`src/hdl/rss_pkg.sv`:
```
`timescale 1ns / 1ps

package rss_pkg;

    localparam int SPAN_W     = 12;
    localparam int COLOR_W    = 8;
    localparam int ERR_W      = 14;
    localparam int LEN_W      = 13;
    localparam int MAX_RUN    = 64;
    localparam int LEFT_W     = 7;
    localparam int CFG_IDX_W  = 2;
    localparam int DIV_STEPS  = 12;
    localparam int DIV_CNT_W  = 4;

    localparam logic [CFG_IDX_W-1:0] CFG_DEST_SPAN   = 2'd0;
    localparam logic [CFG_IDX_W-1:0] CFG_SRC_SPAN    = 2'd1;
    localparam logic [CFG_IDX_W-1:0] CFG_TRANSPARENT = 2'd2;

    localparam logic [SPAN_W-1:0]  RST_DEST_SPAN   = 12'd4;
    localparam logic [SPAN_W-1:0]  RST_SRC_SPAN    = 12'd2;
    localparam logic [COLOR_W-1:0] RST_TRANSPARENT = 8'd255;

    // Output tdata layout, lowest bit first.
    localparam int OUT_TDATA_W = 24;
    localparam int OB_COLOR_LO = 0;
    localparam int OB_WE       = 8;
    localparam int OB_X_LO     = 9;
    localparam int OB_RUN_LAST = 21;
    localparam int OB_CLIPPED  = 22;

    typedef struct packed {
        logic take_in;
        logic div_start;
        logic calc;
        logic load_out;
    } t_cmd;

    typedef struct packed {
        logic line_start;
        logic span_short;
        logic div_done;
        logic left_zero;
        logic left_one;
        logic out_free;
    } t_sts;

endpackage

```
`src/hdl/rss_div.sv`:
```
`timescale 1ns / 1ps

// Restoring divider, one quotient bit per cycle.
module rss_div (
    input  logic                           i_clk,
    input  logic                           i_rst_n,
    input  logic                           i_start,
    input  logic [rss_pkg::SPAN_W-1:0]     i_dividend,
    input  logic [rss_pkg::SPAN_W-1:0]     i_divisor,
    output logic                           o_done,
    output logic [rss_pkg::SPAN_W-1:0]     o_quot,
    output logic [rss_pkg::SPAN_W-1:0]     o_rem
);

    logic                              r_busy;
    logic                              r_done;
    logic [rss_pkg::DIV_CNT_W-1:0]     r_cnt;
    logic [rss_pkg::SPAN_W-1:0]        r_q;
    logic [rss_pkg::SPAN_W-1:0]        r_rem;
    logic [rss_pkg::SPAN_W-1:0]        r_dvs;

    logic [rss_pkg::SPAN_W:0]          shifted;
    logic [rss_pkg::SPAN_W+1:0]        diff;

    always_comb begin
        shifted = {r_rem, r_q[rss_pkg::SPAN_W-1]};
        diff    = {1'b0, shifted} - {2'b00, r_dvs};
    end

    always_ff @(posedge i_clk) begin
        if (!i_rst_n) begin
            r_busy <= 1'b0;
            r_done <= 1'b0;
            r_cnt  <= '0;
        end else begin
            r_done <= 1'b0;
            if (i_start) begin
                r_busy <= 1'b1;
                r_cnt  <= '0;
            end else if (r_busy) begin
                r_cnt <= r_cnt + 1'b1;
                if (r_cnt == rss_pkg::DIV_CNT_W'(rss_pkg::DIV_STEPS - 1)) begin
                    r_busy <= 1'b0;
                    r_done <= 1'b1;
                end
            end
        end
    end

    always_ff @(posedge i_clk) begin
        if (i_start) begin
            r_q   <= i_dividend;
            r_rem <= '0;
            r_dvs <= i_divisor;
        end else if (r_busy) begin
            if (!diff[rss_pkg::SPAN_W+1]) begin
                r_rem <= diff[rss_pkg::SPAN_W-1:0];
                r_q   <= {r_q[rss_pkg::SPAN_W-2:0], 1'b1};
            end else begin
                r_rem <= shifted[rss_pkg::SPAN_W-1:0];
                r_q   <= {r_q[rss_pkg::SPAN_W-2:0], 1'b0};
            end
        end
    end

    assign o_done = r_done;
    assign o_quot = r_q;
    assign o_rem  = r_rem;

endmodule

```
`src/hdl/rss_dp.sv`:
```
`timescale 1ns / 1ps

module rss_dp (
    input  logic                               i_clk,
    input  logic                               i_rst_n,
    input  logic                               i_cfg_wr_en,
    input  logic [rss_pkg::CFG_IDX_W-1:0]      i_cfg_addr,
    input  logic [rss_pkg::SPAN_W-1:0]         i_cfg_wdata,
    input  logic [rss_pkg::COLOR_W-1:0]        i_in_color,
    input  rss_pkg::t_cmd                      i_cmd,
    output rss_pkg::t_sts                      o_sts,
    input  logic                               i_out_ready,
    output logic                               o_out_valid,
    output logic [rss_pkg::OUT_TDATA_W-1:0]    o_out_data,
    output logic                               o_out_last
);

    // Configuration registers.
    logic [rss_pkg::SPAN_W-1:0]   r_dest_span;
    logic [rss_pkg::SPAN_W-1:0]   r_src_span;
    logic [rss_pkg::COLOR_W-1:0]  r_transp;

    // Line state.
    logic [rss_pkg::ERR_W-1:0]    r_err;
    logic [rss_pkg::SPAN_W-1:0]   r_src_idx;
    logic [rss_pkg::SPAN_W-1:0]   r_dest_pos;
    logic [rss_pkg::SPAN_W-1:0]   r_whole;
    logic [rss_pkg::SPAN_W-1:0]   r_rem;

    // Current run.
    logic [rss_pkg::COLOR_W-1:0]  r_color;
    logic [rss_pkg::SPAN_W-1:0]   r_run_x;
    logic [rss_pkg::LEFT_W-1:0]   r_left;
    logic                         r_clip;
    logic                         r_last_run;

    // Output register.
    logic                             r_out_valid;
    logic [rss_pkg::OUT_TDATA_W-1:0]  r_out_data;
    logic                             r_out_last;

    logic                         div_done;
    logic [rss_pkg::SPAN_W-1:0]   div_q;
    logic [rss_pkg::SPAN_W-1:0]   div_r;

    logic                         is_start;
    logic                         is_last;
    logic [rss_pkg::ERR_W-1:0]    two_src;
    logic [rss_pkg::ERR_W-1:0]    err_a;
    logic [rss_pkg::ERR_W-1:0]    err_t;
    logic                         err_pos;
    logic [rss_pkg::ERR_W-1:0]    n_err;
    logic [rss_pkg::LEN_W-1:0]    len;
    logic                         clip;
    logic [rss_pkg::LEFT_W-1:0]   emit_n;

    rss_div u_div (
        .i_clk      (i_clk),
        .i_rst_n    (i_rst_n),
        .i_start    (i_cmd.div_start),
        .i_dividend (r_dest_span),
        .i_divisor  (r_src_span),
        .o_done     (div_done),
        .o_quot     (div_q),
        .o_rem      (div_r)
    );

    always_comb begin
        is_start = (r_src_idx == '0);
        is_last  = (r_src_idx >= r_src_span);
        two_src  = {1'b0, r_src_span, 1'b0};
        err_a    = '0;
        err_t    = '0;
        err_pos  = 1'b0;
        n_err    = r_err;
        if (is_start) begin
            // Line setup: the first run takes half a whole run.
            err_a = {2'b00, div_r} - two_src;
            n_err = div_q[0] ? (err_a + {2'b00, r_src_span}) : err_a;
            if (div_r == '0 && !div_q[0]) begin
                len = {2'b00, div_q[rss_pkg::SPAN_W-1:1]};
            end else begin
                len = {2'b00, div_q[rss_pkg::SPAN_W-1:1]} + 1'b1;
            end
        end else if (!is_last) begin
            err_t   = r_err + {1'b0, r_rem, 1'b0};
            err_pos = !err_t[rss_pkg::ERR_W-1] && (err_t != '0);
            n_err   = err_pos ? (err_t - two_src) : err_t;
            len     = {1'b0, r_whole} + {{(rss_pkg::LEN_W-1){1'b0}}, err_pos};
        end else begin
            len = {2'b00, r_whole[rss_pkg::SPAN_W-1:1]} + 1'b1;
        end
        clip   = (len > rss_pkg::LEN_W'(rss_pkg::MAX_RUN));
        emit_n = clip ? rss_pkg::LEFT_W'(rss_pkg::MAX_RUN) : len[rss_pkg::LEFT_W-1:0];
    end

    always_ff @(posedge i_clk) begin
        if (!i_rst_n) begin
            r_dest_span <= rss_pkg::RST_DEST_SPAN;
            r_src_span  <= rss_pkg::RST_SRC_SPAN;
            r_transp    <= rss_pkg::RST_TRANSPARENT;
        end else if (i_cfg_wr_en) begin
            unique case (i_cfg_addr)
                rss_pkg::CFG_DEST_SPAN:   r_dest_span <= i_cfg_wdata;
                rss_pkg::CFG_SRC_SPAN:    r_src_span  <= i_cfg_wdata;
                rss_pkg::CFG_TRANSPARENT: r_transp    <= i_cfg_wdata[rss_pkg::COLOR_W-1:0];
                default: ;
            endcase
        end
    end

    always_ff @(posedge i_clk) begin
        if (!i_rst_n) begin
            r_err       <= '0;
            r_src_idx   <= '0;
            r_dest_pos  <= '0;
            r_whole     <= '0;
            r_rem       <= '0;
            r_left      <= '0;
            r_out_valid <= 1'b0;
        end else begin
            if (i_cmd.calc) begin
                r_left <= emit_n;
                r_err  <= n_err;
                if (is_start) begin
                    r_whole    <= div_q;
                    r_rem      <= div_r;
                    r_dest_pos <= len[rss_pkg::SPAN_W-1:0];
                    r_src_idx  <= r_src_idx + 1'b1;
                end else begin
                    r_dest_pos <= r_dest_pos + len[rss_pkg::SPAN_W-1:0];
                    r_src_idx  <= is_last ? '0 : (r_src_idx + 1'b1);
                end
            end else if (i_cmd.load_out) begin
                r_left <= r_left - 1'b1;
            end
            if (i_cmd.load_out) begin
                r_out_valid <= 1'b1;
            end else if (i_out_ready) begin
                r_out_valid <= 1'b0;
            end
        end
    end

    always_ff @(posedge i_clk) begin
        if (i_cmd.take_in) begin
            r_color <= i_in_color;
        end
        if (i_cmd.calc) begin
            r_run_x    <= is_start ? '0 : r_dest_pos;
            r_clip     <= clip;
            r_last_run <= is_last && !is_start;
        end else if (i_cmd.load_out) begin
            r_run_x <= r_run_x + 1'b1;
        end
        if (i_cmd.load_out) begin
            r_out_data <= {1'b0, r_clip, (r_left == rss_pkg::LEFT_W'(1)), r_run_x,
                           (r_color != r_transp), r_color};
            r_out_last <= r_last_run && (r_left == rss_pkg::LEFT_W'(1));
        end
    end

    always_comb begin
        o_sts.line_start = is_start;
        o_sts.span_short = (r_src_span < rss_pkg::SPAN_W'(2));
        o_sts.div_done   = div_done;
        o_sts.left_zero  = (r_left == '0);
        o_sts.left_one   = (r_left == rss_pkg::LEFT_W'(1));
        o_sts.out_free   = !r_out_valid || i_out_ready;
    end

    assign o_out_valid = r_out_valid;
    assign o_out_data  = r_out_data;
    assign o_out_last  = r_out_last;

endmodule

```
`src/hdl/rss_ctrl.sv`:
```
`timescale 1ns / 1ps

module rss_ctrl (
    input  logic            i_clk,
    input  logic            i_rst_n,
    input  logic            i_in_valid,
    output logic            o_in_ready,
    input  rss_pkg::t_sts   i_sts,
    output rss_pkg::t_cmd   o_cmd
);

    typedef enum logic [1:0] {
        S_IDLE,
        S_DIV,
        S_CALC,
        S_EMIT
    } t_state;

    t_state r_state;
    t_state n_state;

    always_comb begin
        n_state = r_state;
        o_cmd   = '0;
        unique case (r_state)
            S_IDLE: begin
                if (i_in_valid) begin
                    o_cmd.take_in = 1'b1;
                    // A line with a too short source span swallows the pixel.
                    if (i_sts.line_start && !i_sts.span_short) begin
                        o_cmd.div_start = 1'b1;
                        n_state = S_DIV;
                    end else if (!i_sts.line_start) begin
                        n_state = S_CALC;
                    end
                end
            end
            S_DIV: begin
                if (i_sts.div_done) begin
                    n_state = S_CALC;
                end
            end
            S_CALC: begin
                o_cmd.calc = 1'b1;
                n_state = S_EMIT;
            end
            S_EMIT: begin
                if (i_sts.left_zero) begin
                    n_state = S_IDLE;
                end else if (i_sts.out_free) begin
                    o_cmd.load_out = 1'b1;
                    if (i_sts.left_one) begin
                        n_state = S_IDLE;
                    end
                end
            end
            default: n_state = S_IDLE;
        endcase
    end

    always_ff @(posedge i_clk) begin
        if (!i_rst_n) begin
            r_state <= S_IDLE;
        end else begin
            r_state <= n_state;
        end
    end

    assign o_in_ready = (r_state == S_IDLE);

endmodule

```
`src/hdl/run_slice_scanline_stretch_top.sv`:
```
`timescale 1ns / 1ps

// Scanline stretcher: each accepted source pixel becomes a run of destination pixels,
// one per clock when the output side is ready. A run holds at most 64 pixels and may be
// empty; the first pixel of a line also waits for the 12-bit shift-subtract divider
// that splits dest_span by src_span. A line takes src_span + 1 items. The next item is
// taken as soon as the last pixel of a run sits in the output register. The user must
// write spans through the register port only between lines, while no item is in flight;
// the block itself does not enforce this.
module run_slice_scanline_stretch_top (
    input  logic                               i_clk,
    input  logic                               i_rst_n,
    input  logic                               i_cfg_wr_en,
    input  logic [rss_pkg::CFG_IDX_W-1:0]      i_cfg_addr,
    input  logic [rss_pkg::SPAN_W-1:0]         i_cfg_wdata,
    input  logic                               s_axis_tvalid,
    output logic                               s_axis_tready,
    // tdata: pixel_color[7:0]
    input  logic [rss_pkg::COLOR_W-1:0]        s_axis_tdata,
    output logic                               m_axis_tvalid,
    input  logic                               m_axis_tready,
    // tdata: out_color[7:0], write_enable[8], dest_x[20:9], run_last[21],
    // run_clipped[22], zero[23]
    output logic [rss_pkg::OUT_TDATA_W-1:0]    m_axis_tdata,
    // tlast: line_last
    output logic                               m_axis_tlast
);

    rss_pkg::t_cmd cmd;
    rss_pkg::t_sts sts;

    rss_ctrl u_ctrl (
        .i_clk      (i_clk),
        .i_rst_n    (i_rst_n),
        .i_in_valid (s_axis_tvalid),
        .o_in_ready (s_axis_tready),
        .i_sts      (sts),
        .o_cmd      (cmd)
    );

    rss_dp u_dp (
        .i_clk       (i_clk),
        .i_rst_n     (i_rst_n),
        .i_cfg_wr_en (i_cfg_wr_en),
        .i_cfg_addr  (i_cfg_addr),
        .i_cfg_wdata (i_cfg_wdata),
        .i_in_color  (s_axis_tdata),
        .i_cmd       (cmd),
        .o_sts       (sts),
        .i_out_ready (m_axis_tready),
        .o_out_valid (m_axis_tvalid),
        .o_out_data  (m_axis_tdata),
        .o_out_last  (m_axis_tlast)
    );

endmodule

```
`config.mk`:
```
export PLATFORM = sky130hd
export DESIGN_NAME = run_slice_scanline_stretch_top
export DESIGN_NICKNAME = d
export VERILOG_FILES = /design/src/hdl/rss_pkg.sv /design/src/hdl/rss_div.sv /design/src/hdl/rss_dp.sv /design/src/hdl/rss_ctrl.sv /design/src/hdl/run_slice_scanline_stretch_top.sv
export SDC_FILE = /design/constraint.sdc
export NUM_CORES = 1
export LEC_CHECK = 0
export ABC_AREA = 1
export BUFFER_PORTS_ARGS = -buffer_cell sky130_fd_sc_hd__buf_2
export CAP_MARGIN = 20
export CORE_MARGIN = 2
export CORE_UTILIZATION = 45
export DETAILED_ROUTE_END_ITERATION = 8
export SLEW_MARGIN = 20
export SYNTH_ARGS = -nofsm -noshare
export SYNTH_HDL_FRONTEND = slang
export SYNTH_SLANG_ARGS = --single-unit
```
`constraint.sdc`:
```
create_clock -name i_clk -period 6.95 [get_ports i_clk]
set_input_delay 1.39 -clock i_clk [delete_from_list [all_inputs] [get_ports i_clk]]
set_output_delay 1.39 -clock i_clk [all_outputs]
set_load 0.05 [all_outputs]
```
Yosys cells after proc, flatten, opt, wreduce, memory -nomap -nowiden:

Index checks and enable logic that the tools add are counted.
Widths: inputs -> output; s select.

* multiplexer cells: 41
* $lt $le $gt $ge: 3
* equal/unequal tests: 14
* bitwise operators: 2
* $add $sub $neg: 13
* reduce and logical (&&, ||, !) cells: 28

Operator list (count)
* $mux 12: 10
* $mux 14: 4
* $mux 13: 2
* $add 11x1->12 const B: 2
* $add 12x1->12 const B: 2
* $logic_not 12->1: 2
* $mux 7: 3
* $mux 2: 9
* $add 14x12->14: 1
* $add 14x13->14: 1
* $reduce_bool 14->1: 1
* $sub 12x13->14: 1
* $sub 13x12->14: 1
* $sub 14x13->14: 1
* $add 12x1->13: 1
* $gt 13x7->1 const B: 1
* $add 12x12->12: 1
* $ge 12x12->1: 1
* $lt 12x2->1 const B: 1
* $mux 1: 12
* $reduce_and 2->1: 5
* $ne 3x3->1 const B: 3
* $ne 8x8->1: 1
* $pmux 2 s4: 1
* 18 further kinds: 34

* logic and storage cells: 124
* bits in registers: 192

Logic depth before layout (Yosys ltp):

* depth after elaboration: 9
* depth in mapped cells: 34

Modules after synthesis:

From an unflattened synthesis, not the netlist that was laid out.

* cell total of the unflattened synthesis: 1946
* area total of the unflattened synthesis: 13550.5 sq um

Modules (own cells, without submodules)
* rss_dp: cells each 1577, area each 10777.8 sq um, seq. area each 3423.3 sq um, instances 1
* rss_div: cells each 333, area each 2546.2 sq um, seq. area each 1081.0 sq um, instances 1
* rss_ctrl: cells each 36, area each 226.5 sq um, seq. area each 40.0 sq um, instances 1

Least setup slack after synthesis:

Ideal clock, no wire load.

* path kind: register to register
* from: reg u_dp.r_rem[0] in the netlist's numbering
* to: reg u_dp.r_dest_pos[10] in the netlist's numbering
* period minus slack after synthesis: 4.174 ns
* required time: 6.816 ns
* cell stages (with the launch flop): 33
* path slack: 2.776 ns
* arrival: 4.040 ns
* cell sequence: dfxtp_1 ha_1 fa_1 nand3_1 nand2_2 nand2_1 nand2_1 xnor2_1 nand2_1 nor2_1 nand3_2 nand2_4 inv_1 ha_1 nand2_1 nor2_1 nand2_1 xor2_1 nand3_1 nand2_1 nand2_1 nand2_2 inv_1 ha_1 nand2_1 nor2_1 nand3_1 o2111ai_1 or2_2 nand3_1 o21ai_0 nand2_1 a21oi_1

* cells in the longest elaborated chain, start to end: 8

RTL lines
* from (decl): RTL line rss_dp.sv:28 `logic [rss_pkg::SPAN_W-1:0] r_rem;`
* from (signal assigned): RTL line rss_dp.sv:127 `r_rem <= div_r;`
* $add 14x13->14 (*): RTL line rss_dp.sv:86 `err_t = r_err + {1'b0, r_rem, 1'b0};`
* $reduce_bool 14->1 or $logic_not 1->1 (tied branches): RTL line rss_dp.sv:87 `err_pos = !err_t[rss_pkg::ERR_W-1] && (err_t != '0);`
* $logic_and 1x1->1 (*): RTL line rss_dp.sv:87
* $add 12x1->13 (*): RTL line rss_dp.sv:89 `len = {1'b0, r_whole} + {{(rss_pkg::LEN_W-1){1'b0}}, err_pos};`
* $mux 13 (*): RTL line rss_dp.sv:85 `end else if (!is_last) begin`
* $mux 13 (*): RTL line rss_dp.sv:76 `if (is_start) begin`
* $add 12x12->12: RTL line rss_dp.sv:131 `r_dest_pos <= r_dest_pos + len[rss_pkg::SPAN_W-1:0];`
* $mux 12 (*): RTL line rss_dp.sv:125 `if (is_start) begin`
* to (signal assigned): RTL line rss_dp.sv:128 `r_dest_pos <= len[rss_pkg::SPAN_W-1:0];`
* to (signal assigned): RTL line rss_dp.sv:131
* to (decl): RTL line rss_dp.sv:26 `logic [rss_pkg::SPAN_W-1:0] r_dest_pos;`

Every way passes the cells marked *; elsewhere a longest branch is shown, timed or not.
A chain may end at the register's enable or synchronous reset.

Worst setup path after layout:

Ends and elaborated chain as after synthesis.

==> summary.txt <==
Power
  – Comb pwr share: 56.9%
  – Switching pwr: 3.27 mW
  – Seq pwr share: 26.7%
  – Leak: 6.52 nW
  – Switching share of power: 50.0%
  – Internal power: 3.27 mW
  – Pwr dens: 463 nW/µm²
  – Maximum VDD drop: 0.291 mV
  – Clock share of power: 16.4%
  – Tot Pwr: 6.54 mW

Worst hold path
  – Hold depth: 0
  – Hold wc startpoint: u_dp.r_clip
  – Hold Path Class: reg -> reg
  – Hold endpoint: u_dp.o_out_data[22]

Clock network
  – Post-CTS setup buffer count: 0
  – Clock sinks: 192
  – CTS H-tree depth: 4
  – # resized after CTS: 0
  – Total CTS buffers: 17
  – Clk buf depth: 2
  – Clock Root Buffer: clkbuf_16
  – CTS tree: built
  – Worst-Skew Late Latency: 450 ps
  – Worst-path clk slew: 80 ps
  – Post-CTS Hold Fix Bufs: 0

Global routing
  – Grt ovf: 0
  – First-pass GRT wire length: 62.0 mm
  – Total track usage: 26.2%
  – Initial antenna violation count: 1
  – Largest net degree at the start of global routing: 50
  – Number of global-route vias before repair: 11,500

Drt
  – DRT Pass-1 Iters: 5
  – Routed vias: 11,900
  – Drt via density: 5.43
  – First-iteration detailed-routing DRC count: 868
  – Drt total wl: 38.8 mm
  – DRC violation count after routing: 0
  – WL per Instance: 17.6 µm
  – Routed Antenna Nets: 0

Timing
  – Final Cycle Share: 73.3%
  – Setup_tns: 0 ps
  – Final setup fails: 0
  – Final period demand of the worst path: 5090 ps
  – Worst-Margin Slew: 935 ps
  – Slew Viols, Final: 0
  – Relative slew margins: 37.5%
  – RSZ-0062 raised after global routing: false
  – Skew final: 14.7 ps
  – Fin Hold WS: 447 ps
  – F_max: 196 MHz
  – Final hold viol count: 0

Worst setup path
  – Delay of the slowest critical-path stage: 430 ps
  – Critical Path RT: 7250 ps
  – Critical Path Start Type: flip-flop
  – Crit. End Element: flip-flop
  – Top delay family on crit path: simple AND/OR/NAND/NOR gates
  – CP Depth: 31
  – Worst reg2reg path startpoint: u_dp.r_rem[0]
  – Crit-path most repeated cell: nand2_1
  – Largest fanout on the critical path: 15
  – CP Class: reg -> reg
  – Slowest cell on the critical path: fa_1
  – R2r setup slk: 1860 ps
  – WP buf/inv: 3
  – R2R cell count: 31
  – RR Endpoint: u_dp.r_dest_pos[10]
  – Critical Path AT: 5390 ps

Finish
  – Share of layout cells above drive strength 1: 8.43%
  – Diodes inserted: 0
  – FF+latch area: 4540 µm²
  – Filler instances: 2,913
  – Area delta synth->final: 9.37%
  – Multi-input gate area: 7340 µm²
  – Fin nets: 1,930

Logic synthesis
  – Synth Flop Type: dfxtp_1
  – Post-Synthesis Cells: 1,767
  – Synth Register Bits: 192
  – Distinct cells, synth: 57
  – YS warnings: 0
  – Mapped Nets: 1,896
  – Synth Area per Inst: 7.32 µm²
  – Number of flops mapped to enable cells by yosys: 70
  – Synth Cell Area: 12,900 µm²
  – Post-synthesis sequential area ratio: 35.1%
  – Async SR Flop Fraction: 0%

Place
  – HPWL Detailed: 29.0 mm
  – IO buf count: 52
  – Gpl congestion: 0.921

Die
  – Die height: 174 µm
  – Starting density of the core: 45.4%
  – # IOs: 54
  – Die ar.: 30,100 µm²
  – Core region area: 28,500 µm²
  – Die X-Extent: 174 µm
  – Rows: 62

Job
  – Max-cap viol count: 0

Status
  – Status: finished, final reports clean
==> placed cells by master (no fill, tap or decap), types with 4 or more instances in the layout <==
cell type | Yosys | layout
nand2_2 | 11 | 11
o211ai_1 | 12 | 12
o21ai_0 | 136 | 136
nand2_1 | 407 | 407
inv_8 | 0 | 4
nor2_4 | 5 | 5
inv_1 | 210 | 209
nor2_2 | 6 | 8
o31ai_1 | 8 | 8
nor3_1 | 22 | 22
inv_6 | 0 | 5
xnor2_1 | 21 | 21
dfxtp_1 | 122 | 122
buf_4 | 1 | 8
nand3_1 | 140 | 140
buf_2 | 9 | 52
a21oi_1 | 149 | 149
nand4_1 | 27 | 27
xor2_1 | 53 | 53
nand3_2 | 6 | 6
nand2_4 | 4 | 4
nor2_1 | 124 | 122
a21o_1 | 5 | 5
edfxtp_1 | 70 | 70
a31oi_1 | 11 | 11
clkbuf_16 | 0 | 17
o21ai_1 | 8 | 8
or2_2 | 7 | 7
ha_1 | 96 | 95
fa_1 | 6 | 6
inv_2 | 9 | 10
o22ai_1 | 9 | 9
==> worst reg2reg max path: cells and delay by family, from the launching register on <==
| kind | cells | cell delay, ps |
|---|---|---|
| XOR/XNOR | 1 | 140 |
| buffers and inverters | 3 | 530 |
| adder cells (fa/ha/maj) | 4 | 1400 |
| flip-flops | 1 | 320 |
| AND/OR/NAND/NOR | 20 | 2210 |
| AO/OA/AOI/OAI | 3 | 320 |
==> registers in the layout, summed over array words and instances, names as in the netlist, 2 cells and up <==
register           cells
u_dp.u_div.r_dvs      12
u_dp.r_left            7
u_dp.r_whole          12
u_dp.r_transp          8
u_dp.r_dest_pos       12
u_dp.r_dest_span      12
u_dp.r_err            14
u_dp.r_rem            12
u_dp.o_out_data       23
u_dp.r_color           8
u_dp.r_src_span       12
u_dp.r_src_idx        12
u_dp.u_div.r_cnt       4
u_ctrl.r_state         2
u_dp.u_div.o_rem      12
u_dp.r_run_x          12
u_dp.u_div.o_quot     12
==> synth_stat cells (8+ instances only) <==
cell | number | share of area, %
a31oi_1 | 11 | 0.53
buf_2 | 9 | 0.35
o21ai_0 | 136 | 5.3
inv_2 | 9 | 0.26
clkbuf_1 | 25 | 0.73
o22ai_1 | 9 | 0.44
o21ai_1 | 8 | 0.31
inv_1 | 210 | 6.1
xor2_1 | 53 | 3.6
nand2_1 | 407 | 12
dfxtp_1 | 122 | 19
nand3_1 | 140 | 5.4
a21oi_1 | 149 | 5.8
o31ai_1 | 8 | 0.46
o211ai_1 | 12 | 0.70
edfxtp_1 | 70 | 16
nand4_1 | 27 | 1.3
nor3_1 | 22 | 0.85
ha_1 | 96 | 9.3
nand2_2 | 11 | 0.53
xnor2_1 | 21 | 1.4
nor2_1 | 124 | 3.6
==> how the worst max path moves through the flow <==
stage,from,end
after floorplan,u_dp.r_rem[0],u_dp.r_dest_pos[10]
after global placement,u_dp.r_rem[0],u_dp.r_dest_pos[10]
after detailed placement,u_dp.r_rem[0],u_dp.r_dest_pos[10]
after CTS,u_dp.r_rem[0],u_dp.r_dest_pos[10]
after global routing,u_dp.r_rem[0],u_dp.r_dest_pos[9]
final,u_dp.r_rem[0],u_dp.r_dest_pos[10]
==> power by group through the flow <==
stage          Combinational (mW)  Clock [mW]  Sequential, mW
3_3_place_gp                 3.68           0            1.76
6_report                     3.73        1.07            1.75
2_1_floorplan                2.82           0            1.70
4_1_cts                      3.70        1.08            1.74
5_1_grt                      4.22        1.13            1.78
3_5_place_dp                 3.68           0            1.76
==> metrics by stage <==
| step | utilization (%) | area [µm²] | std cells | setup WS, ps |
|---|---|---|---|---|
| finish | 49.7 | 14100 | 2198 | 1860 |
| global route | 49.7 | 14100 | 2198 | 1420 |
| CTS | 49.7 | 14100 | 2198 | 1920 |
| detailed placement | 47.5 | 13500 | 2166 | 1950 |
| global placement | 47.5 | 13500 | 2166 | 2100 |
| floorplan | - | 12900 | 1767 | 2780 |
==> cell families (layout without fill, tap and decap cells) <==
kind of cell	count (synthesis)	count (layout)	share of synthesized area, %
other	1	1	0.0290
adder cells (fa/ha/maj)	102	102	10.2
XOR/XNOR	74	74	5.01
flip-flops	192	192	35.1
AO/OA/AOI/OAI	355	355	14.9
AND/OR/NAND/NOR	777	777	26.5
buffers and inverters	266	313	8.17
==> final cells by class <==
class,instances,share of cell area (%)
Multi-Input combinational cell,1309,51.9
Clock buffer,17,3.01
Clock inverter,15,1.46
Sequential cell,192,32.1
Inverter,221,5.86
Tap cell,384,3.40
Timing Repair Buffer,60,2.26
==> per-layer routing <==
metal	up-vias	routed length (µm)	GRT usage [%]
met5	-	0	0
met1	5591	17200	32.6
met3	77	1330	3.14
li1	5987	-	-
met4	0	1480	11.6
met2	271	18800	45.5
Power figures use the tool's default switching activity.
